$ cat src/hdl/assert_macros.svh
// Assertion macros for the mapper RTL.
// No dependencies; included by files that carry concurrent checks.
`ifndef ASSERT_MACROS_SVH
`define ASSERT_MACROS_SVH
`ifndef ASSERT_OFF
// same-cycle implication, disabled in reset
`define ASSERT_IMPLIES(label, clk, rst_n, ante, cons) \
  label: assert property (@(posedge clk) disable iff (!rst_n) (ante) |-> (cons)) \
    else $error("assertion failed");
// next-cycle implication, disabled in reset
`define ASSERT_NEXT(label, clk, rst_n, ante, cons) \
  label: assert property (@(posedge clk) disable iff (!rst_n) (ante) |=> (cons)) \
    else $error("assertion failed");
`else
`define ASSERT_IMPLIES(label, clk, rst_n, ante, cons)
`define ASSERT_NEXT(label, clk, rst_n, ante, cons)
`endif
`endif

$ cat src/hdl/mmb_pkg.sv
// Types, codes and the 7-bit scaling function for the MIDI binding mapper.
// No dependencies.
package mmb_pkg;

  // binding / learn source codes; 6 and 7 have no meaning and act as none
  typedef enum logic [2:0] {
    SRC_NONE  = 3'd0,
    SRC_CC    = 3'd1,
    SRC_GATE  = 3'd2,
    SRC_VEL   = 3'd3,
    SRC_NUM   = 3'd4,
    SRC_PITCH = 3'd5
  } src_t;

  // configuration register indexes
  typedef enum logic [1:0] {
    CFG_BIND_SOURCE  = 2'd0,
    CFG_BIND_CHANNEL = 2'd1,
    CFG_BIND_NUMBER  = 2'd2,
    CFG_ARMED_SOURCE = 2'd3
  } cfg_idx_t;

  // status high nibble
  localparam logic [3:0] KIND_NOTE_OFF = 4'h8;
  localparam logic [3:0] KIND_NOTE_ON  = 4'h9;
  localparam logic [3:0] KIND_CC       = 4'hB;
  localparam logic [3:0] KIND_PITCH    = 4'hE;

  localparam int CFG_DATA_W   = 7;
  localparam int MAP_VALUE_W  = 17;
  localparam int MAX_FRAC     = 24;
  localparam int MAX_VAL_W    = MAX_FRAC + 1;

  localparam logic [4:0] CHAN_MIN = 5'd1;
  localparam logic [4:0] CHAN_MAX = 5'd16;
  localparam logic signed [7:0] LEARN_NUM_NONE = -8'sd1;

  // how the value is formed
  typedef enum logic [1:0] {
    SCL_ZERO,   // note-off or no hit
    SCL_ONE,    // gate on: full scale
    SCL_LUT,    // 7-bit value over 127
    SCL_WHEEL   // 14-bit wheel over 16383
  } scale_mode_t;

  typedef struct packed {
    scale_mode_t  mode;
    logic [6:0]   lut_in;
    logic [13:0]  wheel;
  } scale_req_t;

  // round(x * 2^frac_bits / 127), evaluated at elaboration only
  function automatic logic [MAX_VAL_W-1:0] scale_by_127(input int unsigned frac_bits,
                                                        input int unsigned x);
    logic [63:0] n;
    n = (64'(x) << frac_bits) + 64'd63;
    return MAX_VAL_W'(n / 64'd127);
  endfunction

endpackage

$ cat src/hdl/mmb_scale.sv
// Value scaling for the mapper: 7-bit table over 127, 14-bit wheel over 16383.
// Depends on mmb_pkg. Purely combinational.
module mmb_scale import mmb_pkg::*; #(
  parameter int VALUE_FRACTION_BITS = 16
) (
  input  scale_req_t              req,
  output logic [MAP_VALUE_W-1:0]  value
);

  localparam int F  = VALUE_FRACTION_BITS;
  localparam int VW = F + 1;                       // holds 2^F
  localparam int TW = F + 15;                      // wheel * 2^F + 8191
  localparam int SW = ((VW > 14) ? VW : 14) + 1;   // hi + lo
  localparam int H2W = SW - 14;

  // constant table, one entry per 7-bit value
  logic [VW-1:0] lut [128];
  for (genvar i = 0; i < 128; i++) begin : g_lut
    assign lut[i] = VW'(scale_by_127(F, i));
  end

  // wheel: t / 16383 with 16383 = 2^14 - 1, folded twice
  logic [TW-1:0]  t;
  logic [VW-1:0]  hi;
  logic [SW-1:0]  s;
  logic [H2W-1:0] h2;
  logic [14:0]    u;
  logic           corr;
  logic [VW-1:0]  wheel_q;

  assign t       = (TW'(req.wheel) << F) + TW'(8191);
  assign hi      = t[TW-1:14];
  assign s       = SW'(hi) + SW'(t[13:0]);
  assign h2      = s[SW-1:14];
  assign u       = 15'(s[13:0]) + 15'(h2);
  assign corr    = (u >= 15'd16383);
  assign wheel_q = hi + VW'(h2) + VW'(corr);

  logic [VW-1:0] full;
  always_comb begin
    case (req.mode)
      SCL_ONE:   full = VW'(1) << F;
      SCL_LUT:   full = lut[req.lut_in];
      SCL_WHEEL: full = wheel_q;
      default:   full = '0;
    endcase
  end

  assign value = MAP_VALUE_W'(full);

endmodule

$ cat src/hdl/midi_message_binding_mapper_unit.sv
// A word taken while start is high and busy low passes the input register and
// the result register to the out_ ports, flagged by out_strobe for one cycle.
// Throughput: one word per cycle; busy is never raised, the input register
// and the result register let a new word enter every cycle.
// Reset (rst_n low, synchronous): config returns to source none, channel 1,
// number 0, nothing armed; words in flight are dropped.
// Depends on mmb_pkg, mmb_scale and assert_macros.svh.
`include "assert_macros.svh"
module midi_message_binding_mapper_unit import mmb_pkg::*; #(
  parameter int VALUE_FRACTION_BITS = 16
) (
  input  logic                   clk,
  input  logic                   rst_n,
  // command channel
  input  logic                   start,
  output logic                   busy,
  input  logic [7:0]             in_status_byte,
  input  logic [6:0]             in_first_data,
  input  logic [6:0]             in_second_data,
  // results
  output logic                   out_strobe,
  output logic                   out_map_hit,
  output logic [MAP_VALUE_W-1:0] out_map_value,
  output logic                   out_learn_hit,
  output logic [4:0]             out_learned_channel,
  output logic signed [7:0]      out_learned_number,
  // config writes
  input  logic                   cfg_we,
  input  logic [1:0]             cfg_index,
  input  logic [CFG_DATA_W-1:0]  cfg_data
);

  // ---------------------------------------------------------------------------
  // Config registers
  // ---------------------------------------------------------------------------
  src_t       bind_source_r;
  logic [4:0] bind_channel_r;
  logic [6:0] bind_number_r;
  src_t       armed_source_r;

  always_ff @(posedge clk) begin
    if (!rst_n) begin
      bind_source_r  <= SRC_NONE;
      bind_channel_r <= CHAN_MIN;
      bind_number_r  <= '0;
      armed_source_r <= SRC_NONE;
    end else if (cfg_we) begin
      unique case (cfg_idx_t'(cfg_index))
        CFG_BIND_SOURCE:  bind_source_r  <= src_t'(cfg_data[2:0]);
        CFG_BIND_CHANNEL: bind_channel_r <= cfg_data[4:0];
        CFG_BIND_NUMBER:  bind_number_r  <= cfg_data[6:0];
        CFG_ARMED_SOURCE: armed_source_r <= src_t'(cfg_data[2:0]);
        default: ;
      endcase
    end
  end

  // never stalls
  assign busy = 1'b0;

  // ---------------------------------------------------------------------------
  // Input register
  // ---------------------------------------------------------------------------
  logic       s1_valid_r;
  logic [7:0] s1_status_r;
  logic [6:0] s1_d1_r;
  logic [6:0] s1_d2_r;

  always_ff @(posedge clk) begin
    if (!rst_n) begin
      s1_valid_r <= 1'b0;
    end else begin
      s1_valid_r <= start && !busy;
    end
  end

  always_ff @(posedge clk) begin
    if (start && !busy) begin
      s1_status_r <= in_status_byte;
      s1_d1_r     <= in_first_data;
      s1_d2_r     <= in_second_data;
    end
  end

  // ---------------------------------------------------------------------------
  // Message decode
  // ---------------------------------------------------------------------------
  logic [3:0] kind;
  logic [4:0] chan;
  logic       is_cc, is_on, is_off, is_pw;

  assign kind   = s1_status_r[7:4];
  assign chan   = 5'(s1_status_r[3:0]) + 5'd1;
  assign is_cc  = (kind == KIND_CC);
  assign is_on  = (kind == KIND_NOTE_ON) && (s1_d2_r != '0);
  // note-on with zero velocity is a release
  assign is_off = (kind == KIND_NOTE_OFF) || ((kind == KIND_NOTE_ON) && (s1_d2_r == '0));
  assign is_pw  = (kind == KIND_PITCH);

  // bound channel clamped into 1..16
  logic [4:0] bind_chan;
  always_comb begin
    if (bind_channel_r < CHAN_MIN) begin
      bind_chan = CHAN_MIN;
    end else if (bind_channel_r > CHAN_MAX) begin
      bind_chan = CHAN_MAX;
    end else begin
      bind_chan = bind_channel_r;
    end
  end

  // ---------------------------------------------------------------------------
  // Binding match: hit flag plus a scaling request
  // ---------------------------------------------------------------------------
  logic       map_hit_nxt;
  scale_req_t req;
  logic       chan_ok, num_ok;

  assign chan_ok = (chan == bind_chan);
  assign num_ok  = (s1_d1_r == bind_number_r);

  always_comb begin
    map_hit_nxt = 1'b0;
    req.mode    = SCL_ZERO;
    req.lut_in  = s1_d2_r;
    req.wheel   = {s1_d2_r, s1_d1_r};
    unique case (bind_source_r) inside
      SRC_CC: begin
        if (chan_ok && is_cc && num_ok) begin
          map_hit_nxt = 1'b1;
          req.mode    = SCL_LUT;
        end
      end
      SRC_GATE, SRC_VEL, SRC_NUM: begin
        if (chan_ok && (is_on || is_off) && num_ok) begin
          map_hit_nxt = 1'b1;
          // off leaves the value at zero
          if (is_on) begin
            if (bind_source_r == SRC_GATE) begin
              req.mode = SCL_ONE;
            end else begin
              req.mode = SCL_LUT;
            end
          end
        end
        if (bind_source_r == SRC_NUM) begin
          req.lut_in = s1_d1_r;
        end
      end
      SRC_PITCH: begin
        // number is ignored for the wheel
        if (chan_ok && is_pw) begin
          map_hit_nxt = 1'b1;
          req.mode    = SCL_WHEEL;
        end
      end
      default: ;
    endcase
  end

  logic [MAP_VALUE_W-1:0] map_value_nxt;

  mmb_scale #(
    .VALUE_FRACTION_BITS (VALUE_FRACTION_BITS)
  ) u_scale (
    .req   (req),
    .value (map_value_nxt)
  );

  // ---------------------------------------------------------------------------
  // Learn capture for the armed source
  // ---------------------------------------------------------------------------
  logic              learn_hit_nxt;
  logic [4:0]        learned_channel_nxt;
  logic signed [7:0] learned_number_nxt;

  always_comb begin
    learn_hit_nxt      = 1'b0;
    learned_number_nxt = LEARN_NUM_NONE;
    unique case (armed_source_r) inside
      SRC_CC: begin
        if (is_cc) begin
          learn_hit_nxt      = 1'b1;
          learned_number_nxt = 8'(s1_d1_r);
        end
      end
      SRC_GATE, SRC_VEL, SRC_NUM: begin
        // a zero-velocity note-on does not count here
        if (is_on) begin
          learn_hit_nxt      = 1'b1;
          learned_number_nxt = 8'(s1_d1_r);
        end
      end
      SRC_PITCH: begin
        learn_hit_nxt = is_pw;
      end
      default: ;
    endcase
    learned_channel_nxt = learn_hit_nxt ? chan : 5'd0;
  end

  // ---------------------------------------------------------------------------
  // Result register
  // ---------------------------------------------------------------------------
  logic                   out_strobe_r;
  logic                   map_hit_r;
  logic [MAP_VALUE_W-1:0] map_value_r;
  logic                   learn_hit_r;
  logic [4:0]             learned_channel_r;
  logic signed [7:0]      learned_number_r;

  always_ff @(posedge clk) begin
    if (!rst_n) begin
      out_strobe_r <= 1'b0;
    end else begin
      out_strobe_r <= s1_valid_r;
    end
  end

  always_ff @(posedge clk) begin
    if (s1_valid_r) begin
      map_hit_r         <= map_hit_nxt;
      map_value_r       <= map_value_nxt;
      learn_hit_r       <= learn_hit_nxt;
      learned_channel_r <= learned_channel_nxt;
      learned_number_r  <= learned_number_nxt;
    end
  end

  assign out_strobe          = out_strobe_r;
  assign out_map_hit         = map_hit_r;
  assign out_map_value       = map_value_r;
  assign out_learn_hit       = learn_hit_r;
  assign out_learned_channel = learned_channel_r;
  assign out_learned_number  = learned_number_r;

  // ---------------------------------------------------------------------------
  // Checks
  // ---------------------------------------------------------------------------
  `ASSERT_NEXT(a_accept_to_s1, clk, rst_n, start && !busy, s1_valid_r)
  `ASSERT_NEXT(a_s1_to_out, clk, rst_n, s1_valid_r, out_strobe)
  `ASSERT_IMPLIES(a_miss_zero, clk, rst_n, out_strobe && !out_map_hit, out_map_value == '0)
  `ASSERT_IMPLIES(a_nolearn_clear, clk, rst_n, out_strobe && !out_learn_hit, (out_learned_channel == 5'd0) && (out_learned_number == LEARN_NUM_NONE))
  `ASSERT_IMPLIES(a_learn_chan, clk, rst_n, out_strobe && out_learn_hit, (out_learned_channel >= CHAN_MIN) && (out_learned_channel <= CHAN_MAX))

endmodule

$ cat config.mk
export PLATFORM = sky130hd
export DESIGN_NAME = midi_message_binding_mapper_unit
export DESIGN_NICKNAME = d
export VERILOG_FILES = /design/src/hdl/mmb_pkg.sv /design/src/hdl/mmb_scale.sv /design/src/hdl/midi_message_binding_mapper_unit.sv
export VERILOG_INCLUDE_DIRS = /design/src /design/src/hdl
export SDC_FILE = /design/constraint.sdc
export NUM_CORES = 1
export LEC_CHECK = 0
export BUFFER_PORTS_ARGS = -buffer_cell sky130_fd_sc_hd__buf_4
export CAP_MARGIN = 20
export CORE_MARGIN = 10
export CORE_UTILIZATION = 40
export CTS_CLUSTER_SIZE = 12
export DETAILED_ROUTE_END_ITERATION = 16
export MAX_ROUTING_LAYER = met4
export PLACE_DENSITY = 0.62
export RECOVER_POWER = 25
export SETUP_SLACK_MARGIN = 0.2
export SLEW_MARGIN = 0
export SYNTH_ARGS = -nofsm -noshare
export SYNTH_HDL_FRONTEND = slang
export SYNTH_SLANG_ARGS = --single-unit
$ cat constraint.sdc
create_clock -name clk -period 5.3 [get_ports clk]
set_clock_uncertainty 0.05 [all_clocks]
set_input_delay 0.265 -clock clk [delete_from_list [all_inputs] [get_ports clk]]
set_output_delay 0.265 -clock clk [all_outputs]
set_load 0.02 [all_outputs]
==> out/metrics.csv, run 1 <==
metric,value,unit
status,"finished, final reports clean",
place.detailed.hpwl,7.697,mm
fin_crit_sh,89.63,%
seq_area_frac_synth,48.35,%
hold_buffers,0,
ys_types,58,
nets,509,
final.setup.tns,0,ps
hp-class,input port to flop,
synth_nets,434,
required,5320,ps
syn2layout_area_growth,22.83,%
routabilityCongestion,0.8644,
layout_commonest_cell,buf_4,
vias,3110,
synth_area,4182,um^2
drt-wirelength-per-cell,16.51,um
final_cell_mix,"61 x buf_4, 54 x edfxtp_1, 25 x mux2i_1",
cp-end-kind,flop,
grt_overflow,0,
path_clk_slew,90,ps
async_reset_ff_share,0,%
syn_inst,386,
core_area,10280,um^2
postRouteAntennaNets,0,
p_per_area,268.7,nW/um^2
fmax,0.2105,GHz
cts_root_buffer,clkbuf_8,
yosys_register_bits,74,
start_kind,flop,
path_cells,inv_1 > ha_1 > nor4b_4 > and3_1 > nor2_1 > ha_1 > or2_2 > a2111oi_0 > a21oi_1 > or4_1 > a211oi_1 > o221a_1 > ha_1 > ha_1 > nor2b_1 > o21ai_1 > nor2_2 > nand4_1 > xor2_1 > o32ai_2,
track_usage,13.78,%
vias_per_cell,5.166,
die_width,122.2,um
p_leak,1.982,nW
setup_viol,0,
ff2ff_path_depth,20,
r2r-start,s1_d1_r[1]$_DFFE_PP_,
r2r_end,out_map_value[12]$_DFFE_PP_,
critical_path_class,flop to flop,
hold_viol,0,
n_fill_cell,978,
rsz0062_at_grt,false,
hold_start,in_status_byte[3],
setup_ws,549.6,ps
drive_gt1_share,24.89,%
cts_tree,built,
max_slew_margin,14.54,%
crit_slowest_cell,or4_1,
antenna_cells,0,
critical_path.most_common_cell,ha_1,
synth-warning-count,0,
cp.arrival,4770,ps
dieArea,14940,um^2
firstDrtPassIters,4,
slowest_delay,400,ps
min_to,s1_status_r[3]$_DFFE_PP_,
htree_num_levels,3,
die_y,122.2,um
synth_edf_count,54,
cts.sinks,74,
max_slew.worst_pin.slew,1282,ps
initial_core_util,40.69,%
post-route-min-period,4750,ps
cts_max_path_buffers,2,
grt_pass1_vias,3066,
rows,37,
port-buffer-count,67,
max_cap_viol_count,0,
vdd_drop_max,0.1378,mV
syn_avg_cell_area,10.83,um^2
holdPathStages,1,
grt_max_degree,32,
cts_inserted_buffers,9,
synth-main-ff-cell,edfxtp_1,
cp_max_fo,5,
antenna_found_initial,0,
drt_iter0_markers,149,
insertion_delay,360,ps
drcViolationCount,0,
rrSetupSlack,550,ps
slew_violations,0,
grt_first_pass_wirelength,15.84,mm
routed_wl,9.937,mm
io_pins,69,
place_ws,305.9,ps
[synthesized netlist by cell type (4+ instances only)]
library cell	n	area, um^2
a211o_1	4	35.03
a21oi_1	9	45.04
a31oi_1	5	31.28
a41oi_1	4	35.03
and2_1	4	25.02
and3_1	5	31.28
clkbuf_1	15	56.30
dfxtp_1	20	400.4
edfxtp_1	54	1622
ha_1	13	162.7
inv_1	15	56.30
mux2i_1	25	250.2
nand2_1	17	63.81
nand2b_1	10	62.56
nand3_1	13	65.06
nand3b_1	6	45.04
nand4_1	5	31.28
nor2_1	17	63.81
nor2b_1	22	137.6
nor3_1	10	50.05
nor3b_1	5	37.54
nor4_1	4	25.02
o21ai_0	15	75.07
o22ai_1	10	62.56
xnor2_1	17	148.9
xor2_1	15	131.4
[routing by layer]
layer	part of all wire, %	global-route usage (%)	up-vias	routed length (um)
met5	0	-	-	0
met4	1.2	4.345	0	120
met3	4.8	3.122	10	479
met2	47	21.50	65	4661
met1	47	17.45	1456	4676
li1	-	-	1579	-
[how the worst max path moves through the flow]
| stage | start | to | cells past startpoint |
|---|---|---|---|
| after floorplan | s1_d1_r[1]$_DFFE_PP_ | out_map_value[9]$_DFFE_PP_ | 19 |
| after global placement | s1_d1_r[0]$_DFFE_PP_ | out_map_value[12]$_DFFE_PP_ | 20 |
| after detailed placement | s1_d1_r[0]$_DFFE_PP_ | out_map_value[12]$_DFFE_PP_ | 20 |
| after CTS | s1_d1_r[0]$_DFFE_PP_ | out_map_value[12]$_DFFE_PP_ | 20 |
| after global routing | s1_d1_r[1]$_DFFE_PP_ | out_map_value[12]$_DFFE_PP_ | 20 |
| final | s1_d1_r[1]$_DFFE_PP_ | out_map_value[12]$_DFFE_PP_ | 20 |
[worst max-delay path: cells and delay by family (launching register included)]
kind                       cells  cell delay [ps]
xor gates and xnor gates       1              170
DFF                            1              380
AOI/OAI and AO/OA              6             1010
and+or+nand+nor                8             1760
buffers and inverters          1              190
adders and majority gates      4              920
[sequential cells by signal (all words and copies together), names as in the netlist]
register / count
bind_number_r: 7
out_learn_hit: 1
out_strobe: 1
bind_channel_r: 5
out_map_value: 17
s1_d2_r: 7
armed_source_r: 3
out_learned_number: 8
s1_status_r: 8
s1_valid_r: 1
out_map_hit: 1
s1_d1_r: 7
out_learned_channel: 5
bind_source_r: 3
[through the flow]
stage | util, % | power (mW) | instance area, um^2 | cells | hold slack, ps
floorplan | - | 0.8125 | 4182 | 386 | 313.9
global placement | 47.53 | 0.8907 | 4885 | 585 | 393.3
detailed placement | 47.53 | 0.8935 | 4885 | 585 | 394.3
CTS | 49.78 | 1.390 | 5116 | 601 | 12.01
global route | 49.98 | 1.443 | 5136 | 602 | 29.50
finish | 49.98 | 1.380 | 5136 | 602 | 44.80
[what timing repair did]
action | CTS | global route
setup endpoints to repair | 0 | 8
buffers inserted | 0 | 1
gates resized for setup | 0 | 5
[kinds of logic (layout without fill, tap and decap cells)]
family	Yosys count	in the layout	share of synthesized area [%]
flip-flops	74	74	48.35
multiplexers	28	28	6.792
XOR/XNOR	32	32	6.703
AND/OR/NAND/NOR	136	136	19.54
adder cells (fa/ha/maj)	13	13	3.890
AO/OA/AOI/OAI	67	67	11.13
buffers and inverters	35	115	3.501
other	1	1	0.08968
[final cells by class]
cell class | instances | area (um^2) | area share, %
inverters | 15 | 56.30 | 1.096
multi-input cells | 277 | 2029 | 39.51
well taps | 136 | 170.2 | 3.313
clock buffers | 12 | 177.7 | 3.459
flip-flops and latches | 74 | 2022 | 39.37
clock inverters | 4 | 53.80 | 1.048
repair buffers | 84 | 626.9 | 12.20
[power by group]
group / internal (mW) / total [mW] / switching (mW)
clock: 0.278 / 0.498 / 0.220
combinational: 0.0928 / 0.209 / 0.116
sequential: 0.646 / 0.673 / 0.0270
No activity file was read; power rests on OpenSTA's default activity.
==> run 2: changes to the inputs <==
--- a/config.mk
+++ b/config.mk
@@ -13,7 +13,7 @@
 export CTS_CLUSTER_SIZE = 12
 export DETAILED_ROUTE_END_ITERATION = 16
 export MAX_ROUTING_LAYER = met4
-export PLACE_DENSITY = 0.62
+export PLACE_DENSITY = 0.61
 export RECOVER_POWER = 25
 export SETUP_SLACK_MARGIN = 0.2
 export SLEW_MARGIN = 0
==> out/metrics.csv, run 2 (same netlist as run 1, synthesis figures left out) <==
metric,value,unit,change
drive_gt1_share,25.32,%,was 24.89%
track_usage,13.64,%,was 13.78%
max_slew.worst_pin.slew,1275,ps,was 1282 ps
nets,509,,unchanged
drt_iter0_markers,159,,was 149
cts_max_path_buffers,2,,unchanged
p_per_area,257.9,nW/um^2,was 268.7 nW/um^2
hold_viol,0,,unchanged
die_width,122.2,um,unchanged
vdd_drop_max,0.1056,mV,was 0.1378 mV
post-route-min-period,4719,ps,was 4750 ps
drt-wirelength-per-cell,16.22,um,was 16.51 um
dp.cells,582,,was 585
power_frac_seq,51.0,%,was 48.8%
cp_num_buf_inv,1,,unchanged
r2r_end,out_map_value[12]$_DFFE_PP_,,unchanged
rsz0062_at_grt,false,,unchanged
fin_cells,602,,unchanged
fmax,0.2119,GHz,was 0.2105 GHz
antenna_found_initial,0,,unchanged
critical_path_class,flop to flop,,unchanged
core_area,10280,um^2,unchanged
required,5320,ps,about the same
path_cells,inv_2 > ha_2 > nor4b_4 > and3_1 > nor2_1 > ha_1 > or2_2 > a2111oi_1 > a21oi_1 > or4_1 > a211oi_1 > o221a_1 > ha_1 > ha_1 > nor2b_1 > o21ai_1 > nor2_2 > nand4_1 > xor2_1 > o32ai_2,,was inv_1 > ha_1 > nor4b_4 > and3_1 > nor2_1 > ha_1 > or2_2 > a2111oi_0 > a21oi_1 > or4_1 > a211oi_1 > o221a_1 > ha_1 > ha_1 > nor2b_1 > o21ai_1 > nor2_2 > nand4_1 > xor2_1 > o32ai_2
cts_root_buffer,clkbuf_8,,unchanged
hp-class,input port to flop,,unchanged
cp-end-kind,flop,,unchanged
die_y,122.2,um,unchanged
vias_per_cell,5.233,,was 5.166
r2r-start,s1_d1_r[0]$_DFFE_PP_,,was s1_d1_r[1]$_DFFE_PP_
cp.depth,20,,unchanged
postRouteAntennaNets,0,,unchanged
syn2layout_area_growth,22.53,%,was 22.83%
port-buffer-count,67,,unchanged
setup_viol,0,,unchanged
antenna_cells,0,,unchanged
routabilityCongestion,0.8758,,was 0.8644
cp.arrival,4740,ps,was 4770 ps
status,"finished, final reports clean",,unchanged
setup_ws,581.1,ps,was 549.6 ps
fin_crit_sh,89.04,%,was 89.63%
ff2ff_path_depth,20,,unchanged
max_cap_viol_count,0,,unchanged
cp_max_fo,5,,unchanged
slew_violations,0,,unchanged
dieArea,14940,um^2,unchanged
grt_overflow,0,,unchanged
place_ws,289.2,ps,was 305.9 ps
htree_num_levels,3,,unchanged
slowest_delay,450,ps,was 400 ps
fin_util,49.85,%,was 49.98%
final.setup.tns,0,ps,unchanged
layout_commonest_cell,buf_4,,unchanged
critPathCapture,out_map_value[12]$_DFFE_PP_,,unchanged
switching_share,26.62,%,was 26.34%
rrSetupSlack,580,ps,was 550 ps
cts.sinks,74,,unchanged
drcViolationCount,0,,unchanged
intPower,0.9697,mW,was 1.017 mW
critical_path.most_common_cell,ha_1,,unchanged
final_cell_mix,"61 x buf_4, 54 x edfxtp_1, 25 x mux2i_1",,unchanged
grt_max_degree,34,,was 32
cts_tree,built,,unchanged
routed_wl,9.766,mm,was 9.937 mm
crit_slowest_cell,edfxtp_1,,was or4_1
path_delay_family,simple AND/OR/NAND/NOR gates,,unchanged
firstDrtPassIters,4,,unchanged
vias,3150,,was 3110
insertion_delay,350,ps,was 360 ps
grt_first_pass_wirelength,15.76,mm,was 15.84 mm
cts_inserted_buffers,9,,unchanged
n_fill_cell,971,,was 978
start_kind,flop,,unchanged
path_clk_slew,80,ps,was 90 ps
p_leak,1.969,nW,was 1.982 nW
place.detailed.hpwl,7.515,mm,was 7.697 mm
grt_pass1_vias,3167,,was 3066
largest_register_ff_count,17,,unchanged
p_switching,0.3517,mW,was 0.3636 mW
initial_core_util,40.69,%,unchanged
hold_buffers,0,,unchanged
p_clk_share,33.0,%,was 36.1%
io_pins,69,,unchanged
max_slew_margin,15.02,%,was 14.54%
crit_start,s1_d1_r[0]$_DFFE_PP_,,was s1_d1_r[1]$_DFFE_PP_
rows,37,,unchanged
combPwrFrac,15.9,%,was 15.2%
-- run 2: power by group through the flow --
stage	Combinational, mW	Clock [mW]	Sequential [mW]
final	0.211	0.436	0.674
after global routing	0.232	0.471	0.678
after global placement	0.204	0	0.685
after floorplan	0.130	0	0.683
after detailed placement	0.206	0	0.685
after CTS	0.207	0.454	0.672
-- run 2: area by class of cell --
class	instances	area, um^2	share of cell area [%]
clock buffer	12	177.7	3.468
tap	136	170.2	3.321
sequential	74	2022	39.46
timing repair buffer	84	626.9	12.23
clock inverter	4	28.78	0.5617
multi-input combinational	277	2042	39.85
inverter	15	56.30	1.099
-- run 2: routing by layer --
layer / GRT usage, % / up-vias / share of wire (%)
met5: - / - / 0
met4: 5.891 / 0 / 1.8
met3: 2.571 / 11 / 5.7
met2: 20.83 / 80 / 46
met1: 17.35 / 1474 / 46
li1: - / 1585 / -
-- run 2: what timing repair did --
| item | CTS | global route |
|---|---|---|
| gates resized for setup | 0 | 9 |
| buffers inserted | 0 | 3 |
| setup endpoints to repair | 0 | 11 |
-- run 2: how the worst min path moves through the flow --
stage / slack [ps] / to / start / cells after the start
after detailed placement: 390 / s1_d1_r[5]$_DFFE_PP_ / in_first_data[5] / 1
final: 60 / s1_status_r[6]$_DFFE_PP_ / in_status_byte[6] / 1
after CTS: 20 / s1_status_r[6]$_DFFE_PP_ / in_status_byte[6] / 1
after floorplan: 310 / s1_d1_r[0]$_DFFE_PP_ / in_first_data[0] / 0
after global placement: 390 / s1_d2_r[0]$_DFFE_PP_ / in_second_data[0] / 1
after global routing: 40 / s1_d1_r[2]$_DFFE_PP_ / in_first_data[2] / 1
-- run 2: per-stage QoR --
step / instance area, um^2 / total power [mW] / hold slack, ps
2_1_floorplan: 4182 / 0.8125 / 313.9
3_3_place_gp: 4862 / 0.8893 / 393.2
3_5_place_dp: 4862 / 0.8916 / 394.5
4_1_cts: 5069 / 1.333 / 16.51
5_1_grt: 5124 / 1.381 / 44.66
6_report: 5124 / 1.321 / 55.76
